File: src/rtl/core/mi4_pkg.sv
package mi4_pkg;

    localparam int DIM   = 4;
    localparam int ELEMS = 16;

    typedef enum logic [3:0] {
        ST_LOAD,
        ST_MUL1,
        ST_MUL2,
        ST_ACC,
        ST_COF,
        ST_DET,
        ST_DETACC,
        ST_CHECK,
        ST_DIV,
        ST_EMIT
    } t_state;

    // 3x3 permutation order of the minor's columns: (012)(120)(201)(021)(210)(102)
    function automatic logic [1:0] perm_col(input logic [2:0] t, input logic [1:0] pos);
        logic [5:0] row;
        begin
            case (t)
                3'd0:    row = {2'd2, 2'd1, 2'd0};
                3'd1:    row = {2'd0, 2'd2, 2'd1};
                3'd2:    row = {2'd1, 2'd0, 2'd2};
                3'd3:    row = {2'd1, 2'd2, 2'd0};
                3'd4:    row = {2'd0, 2'd1, 2'd2};
                default: row = {2'd2, 2'd0, 2'd1};
            endcase
            perm_col = row[pos*2 +: 2];
        end
    endfunction

    // the k-th index of {0..3} with skip removed
    function automatic logic [1:0] skip_idx(input logic [1:0] skip, input logic [1:0] k);
        begin
            skip_idx = (k >= skip) ? 2'(k + 2'd1) : k;
        end
    endfunction

    function automatic logic signed [63:0] sat_add64(input logic signed [63:0] a,
                                                    input logic signed [63:0] b);
        logic signed [64:0] s;
        begin
            s = {a[63], a} + {b[63], b};
            if (s[64] != s[63])
                sat_add64 = s[64] ? {1'b1, 63'd0} : {1'b0, {63{1'b1}}};
            else
                sat_add64 = s[63:0];
        end
    endfunction

    function automatic logic signed [63:0] sat_neg64(input logic signed [63:0] a);
        begin
            sat_neg64 = (a == {1'b1, 63'd0}) ? {1'b0, {63{1'b1}}} : -a;
        end
    endfunction

endpackage

File: src/rtl/core/mi4_mul.sv
module mi4_mul
    import mi4_pkg::*;
#(
    parameter int FRAC_BITS = 16
) (
    input  logic               i_clk,
    input  logic               i_rst_n,
    input  logic               i_start,
    input  logic signed [63:0] i_a,
    input  logic signed [63:0] i_b,
    output logic               o_done,
    output logic signed [63:0] o_p
);

    // 64x64 magnitude product as four 32x32 partial products, one per cycle
    logic [63:0]  r_ma, r_mb;
    logic         r_neg;
    logic [127:0] r_acc;
    logic [2:0]   r_step;
    logic         r_run;
    logic         r_done;
    logic signed [63:0] r_p;

    logic [31:0]  w_x, w_y;
    logic [63:0]  w_pp;
    logic [127:0] w_sh;
    logic [127:0] w_sum;
    logic [127:0] w_rnd;
    logic [127:0] w_q;
    logic [63:0]  w_lim;
    logic [63:0]  w_mag;

    always_comb begin
        w_x = r_step[0] ? r_ma[63:32] : r_ma[31:0];
        w_y = r_step[1] ? r_mb[63:32] : r_mb[31:0];
        w_pp = 64'(w_x) * 64'(w_y);
        w_sh = 128'(w_pp) << (32 * (32'(r_step[0]) + 32'(r_step[1])));
        w_sum = r_acc + w_sh;
        w_rnd = r_acc + (128'd1 << (FRAC_BITS - 1));
        w_q = w_rnd >> FRAC_BITS;
        w_lim = r_neg ? {1'b1, 63'd0} : {1'b0, {63{1'b1}}};
        w_mag = (w_q[127:64] != 64'd0 || w_q[63:0] > w_lim) ? w_lim : w_q[63:0];
    end

    always_ff @(posedge i_clk) begin
        if (!i_rst_n) begin
            r_run  <= 1'b0;
            r_done <= 1'b0;
            r_step <= '0;
        end else begin
            r_done <= 1'b0;
            if (i_start) begin
                r_ma   <= i_a[63] ? 64'(-i_a) : i_a;
                r_mb   <= i_b[63] ? 64'(-i_b) : i_b;
                r_neg  <= i_a[63] ^ i_b[63];
                r_acc  <= '0;
                r_step <= '0;
                r_run  <= 1'b1;
            end else if (r_run) begin
                if (r_step == 3'd4) begin
                    r_p    <= r_neg ? -w_mag : w_mag;
                    r_run  <= 1'b0;
                    r_done <= 1'b1;
                end else begin
                    r_acc  <= w_sum;
                    r_step <= r_step + 3'd1;
                end
            end
        end
    end

    assign o_done = r_done;
    assign o_p    = r_p;

endmodule

File: config.mk
export PLATFORM = sky130hd
export DESIGN_NAME = mi4_mul
export DESIGN_NICKNAME = d
export VERILOG_FILES = /design/src/rtl/core/mi4_pkg.sv /design/src/rtl/core/mi4_mul.sv
export SDC_FILE = /design/constraint.sdc
export NUM_CORES = 2
export LEC_CHECK = 0
export BUFFER_PORTS_ARGS = -buffer_cell sky130_fd_sc_hd__buf_4
export CORE_MARGIN = 2
export CORE_UTILIZATION = 50
export CTS_CLUSTER_DIAMETER = 100
export DETAILED_ROUTE_END_ITERATION = 12
export GPL_TIMING_DRIVEN = 0
export PLACE_DENSITY_LB_ADDON = 0.12
export SYNTH_ARGS = -nofsm -noshare
export SYNTH_HDL_FRONTEND = slang
export SYNTH_SLANG_ARGS = --single-unit
File: constraint.sdc
create_clock -name i_clk -period 26.1 [get_ports i_clk]
set_input_delay 1.305 -clock i_clk [delete_from_list [all_inputs] [get_ports i_clk]]
set_output_delay 1.305 -clock i_clk [all_outputs]
set_load 0.05 [all_outputs]
-- Word-level counts from Yosys, hierarchy flattened
Cells that the tools add are included.
- add/subtract/negate cells: 7
- $mul: 1
- order comparisons: 1
- equality and inequality tests: 2
- shift-type cells: 1
- muxes and demuxes: 13
- bitwise logic cells: 5
- reduce and logical (&&, ||, !) cells: 9
- operator list (kind ; count):
    $mux 128 ; 2
    $mux 64 ; 3
    $neg 64->64 ; 3
    $add 128x128->128 ; 1
    $add 128x16->128 const B ; 1
    $shl 64x7->128 ; 1
    $mux 63 ; 2
    $gt 64x64->1 ; 1
    $mul 32x32->64 ; 1
    $mux 32 ; 2
    $reduce_bool 64->1 ; 1
    $mux 1 ; 4
    $not 1->1 ; 4
    $reduce_and 2->1 ; 2
    $reduce_and 4->1 ; 1
    $add 3x1->3 const B ; 1
    $eq 3x3->1 const B ; 1
    $reduce_and 3->1 ; 1
    $reduce_or 3->1 ; 1
    $add 1x1->2 ; 1
    $ne 2x2->1 const B ; 1
    $reduce_bool 2->1 ; 1
    $reduce_or 2->1 ; 1
    $logic_or 1x1->1 ; 1
    $xor 1x1->1 ; 1
- register bits: 326
- input bits: 131
- logic and storage cells: 49

-- Depth between registers and ports, before layout
- depth after elaboration: 6
- depth in mapped cells: 53
- depth with buffers taken out: 48

-- Worst setup path after synthesis
OpenSTA, ideal clock, no wires.
- kind: reg-to-reg
- start point: register r_step[0]
- end point: register r_acc[120], data pin
- library setup time: 0.266 ns
- data arrival time: 12.200 ns
- required time: 25.834 ns
- path slack: 13.634 ns
- cell stages (with the launch flop): 49
- buffers on the path: 4
- clock period less this slack: 12.466 ns
- cells stage by stage: dfxtp_1 clkbuf_1 clkbuf_1 clkbuf_1 mux2i_1 clkbuf_1 nor2_1 fa_1 fa_1 fa_1 inv_1 fa_1 inv_1 fa_1 fa_1 fa_1 inv_1 fa_1 [... 13 more ...] xor2_1 mux2_2 nor2_1 ha_1 nand4_1 nor4_1 a221oi_1 o21ai_0 a311oi_1 o31ai_1 a21bo_2 a21oi_1 o31ai_1 a211oi_1 o31ai_1 a31oi_1 xor2_1 nor2_1
- cells in the longest elaborated chain, start to end: 6
- elaborated cells between the ends (all ways): 7
- RTL lines (what ; line ; text):
    start, declared ; mi4_mul.sv:19 ; logic [2:0] r_step;
    start signal, assigned ; mi4_mul.sv:66 ; r_step <= r_step + 3'd1;
    $mux 32 ; mi4_mul.sv:34 ; w_x = r_step[0] ? r_ma[63:32] : r_ma[31:0];
    $mul 32x32->64 ; mi4_mul.sv:36 ; w_pp = 64'(w_x) * 64'(w_y);
    $shl 64x7->128 * ; mi4_mul.sv:37 ; w_sh = 128'(w_pp) << (32 * (32'(r_step[0]) + 32'(r_step[1])));
    $add 128x128->128 * ; mi4_mul.sv:38 ; w_sum = r_acc + w_sh;
    $mux 128 * ; mi4_mul.sv:60 ; if (r_step == 3'd4) begin
    $mux 128 * ; mi4_mul.sv:59 ; end else if (r_run) begin
    end signal, assigned ; mi4_mul.sv:65 ; r_acc <= w_sum;
    end, declared ; mi4_mul.sv:18 ; logic [127:0] r_acc;
Every way passes the cells marked *; elsewhere a longest branch is shown, timed or not. The select of a mux whose other input is x is not followed.
A chain may end at the register's enable or synchronous reset.

-- Worst setup path after layout
- start point: register r_step[0]
- end point: register r_acc[125], data pin
The elaborated chain is that of the path after synthesis.

==> out/metrics.cfg <==
[placed_design]
port_buffers=192
hpwl_um=202900
place_congestion=1.038

[drt]
wl_per_cell_um=26.26
first_iter_violations=6647
via_per_inst=6.071
vias=55140
route.detailed.drc=0
dr.pass1.iters=6
routed_wl_um=238500
ant_nets=0

[setup_path]
worstPathArrival_ps=17900
cp_max_fo=10
cp_common_cell=fa_1
worst_r2r_path_depth=49
cp_slowest_cell=mux2i_1
critPathKind=reg2reg
slowest_delay_ps=910
cp-end-kind=flip-flop
required_ps=26460
start_kind=flip-flop

[yosys]
synthXorXnorAreaFrac_pct=5.723
async_flop_share_pct=0
yosysWarnings=0
synth_compound_area_share_pct=11.29
ys_seq_area_share_pct=15.75
synthFlopType=edfxtp_1
synthSimpleGateAreaFrac_pct=17.74
yosysMostFrequentCell=inv_1
synth_seq_cells=326
netlist_instances=7145
yosys-top-cells-area=fa_1, edfxtp_1, ha_1, inv_1, nor2_1
synth_adder_area_share_pct=38.36
syn_avg_cell_area_sq_um=8.653
netlist_area_sq_um=61820
synth_edf_count=321
syn_nets=8633
synthMuxAreaShare_pct=2.882
synth_largest_area_cell=fa_1
synth_top_family_by_area=adder cells
ys_types=78
yosys-top-cells-count=inv_1, nor2_1, fa_1
synth_top_area_share_pct=29.05

[timing]
min_period_over_period_pct=67.21
setup_viol_count_final=0
clock.fmax_mhz=57.01
drv_slew=11
slew_headroom_pct=-3.532
rsz0062_at_grt=no
tightest_slew_ps=1510
fin_crit_ps=17540
clock-skew-final_ps=26.89
hold_violations=0
fin_tns_setup_ps=0

[finish]
multi_input_area_sq_um=47050
fin_nets=8896
ff_latch_area_sq_um=9739
drive_gt1_share_pct=5.697
syn2layout_area_growth_pct=8.777
fillers=11679

[clock_tree]
cts_tree=yes
clkTransAtPathRegs_ps=60
root_buffer=clkbuf_16
cts_max_path_buffers=3
cts.repair.resized=0
clk_latency_ps=640
ctsHoldBuffers=0
cts_setup_buffers=0
h-tree-depth=2
cts_sinks=326
numCtsBuffers=43

[floorplanning]
rows=129
die_area_sq_um=126500
start_util_pct=50.20
die-height_um=355.6
core_sq_um=123200
pin_count=196
die_width_um=355.6

[global_route]
first_global_vias=52271
antenna_found_initial=14
grt_max_degree=73
grt_use_total_pct=37.43
grt_pass1_wl_um=347700
overflow=0

[flow_run]
max_cap_viol_count=4

[min_path]
hold_class=reg2reg
min_path_cells=2

[outcome]
violations=max-capacitance violations, max-slew violations
status=complete, but fails checks

-- metal layers --
metal / part of all wire (%) / track usage (%)
met1: 43 / 55.09
met2: 41 / 52.72
met3: 12 / 8.835
met4: 4.8 / 14.88
met5: 0.15 / 1.208
-- flip-flops by register name, summed over array words and instances (netlist names) --
name and count:
r_acc 128, r_mb 64, r_neg 1, r_ma 64, o_done 1, r_step 3, r_run 1, o_p 64
-- cells in the final DEF, fill, tap and decap left out, types with 41 or more instances in the layout --
master     synthesis  layout
xor2_1           108     108
xnor2_1          296     296
nor3_1            96      95
and3_1            57      57
a21o_1           143     143
ha_1             460     460
and2_1            49      48
edfxtp_1         321     321
o21ai_0          224     224
mux2i_1           97      83
nor2_1           963     963
nand2_1          711     711
inv_1           1040    1040
o22ai_1           47      47
o31ai_1           56      56
buf_4              0     195
fa_1             897     897
nand3_1          118     118
clkbuf_1         303     305
a21oi_1          319     319
nor4_1            62      61
o21bai_1          49      49
mux2_2            62      62
nand4_1          116     116
nor2b_1           49      49
nand2b_1          41      41
clkbuf_16          0      43
-- critical path, delay by kind of cell, from the launching register on --
family / cells / cell delay [ps]
buf+inv: 9 / 3040
compound gates: 16 / 4860
xor+xnor: 1 / 150
fa+ha+maj: 10 / 4730
flops: 1 / 340
simple gates: 11 / 2820
mux: 2 / 1290
-- cell families after synthesis --
kind of cell,Yosys count
AO/OA/AOI/OAI,1100
multiplexers,169
XOR/XNOR,404
flip-flops,326
buffers and inverters,1360
adder cells (fa/ha/maj),1357
AND/OR/NAND/NOR,2429
-- final cells by class --
cell class | instances | share of cell area [%]
Sequential cell | 326 | 14.48
Timing Repair Buffer | 218 | 2.742
Multi-Input combinational cell | 5459 | 69.97
Buffer | 320 | 1.786
Tap cell | 1637 | 3.046
Antenna cell | 3 | 0.01116
Clock buffer | 45 | 1.611
Inverter | 1040 | 5.805
Clock inverter | 34 | 0.5489
-- metrics by stage --
stage	hold WS [ps]	setup slack, ps	std cells	util [%]	instance area, sq um
2_1_floorplan	444.8	13630	7145	-	61820
3_3_place_gp	521.7	8743	8974	53.03	65310
3_5_place_dp	533.3	9069	8998	53.40	65770
4_1_cts	546.9	8975	9077	54.58	67220
5_1_grt	577.0	8129	9080	54.60	67240
6_report	546.2	8558	9082	54.61	67250
-- worst paths after layout --
check | start | end | slack, ps
setup reg to reg | r_step[0] | r_acc[125] | 8560
setup / recovery | r_step[0] | r_acc[125] | 8560
hold reg to reg | r_step[2] | r_step[2] | 550
hold / removal | r_step[2] | r_step[2] | 550
Power is not shown: default switching activity piles up to over one toggle a cycle in this logic, so the estimate is an artifact.
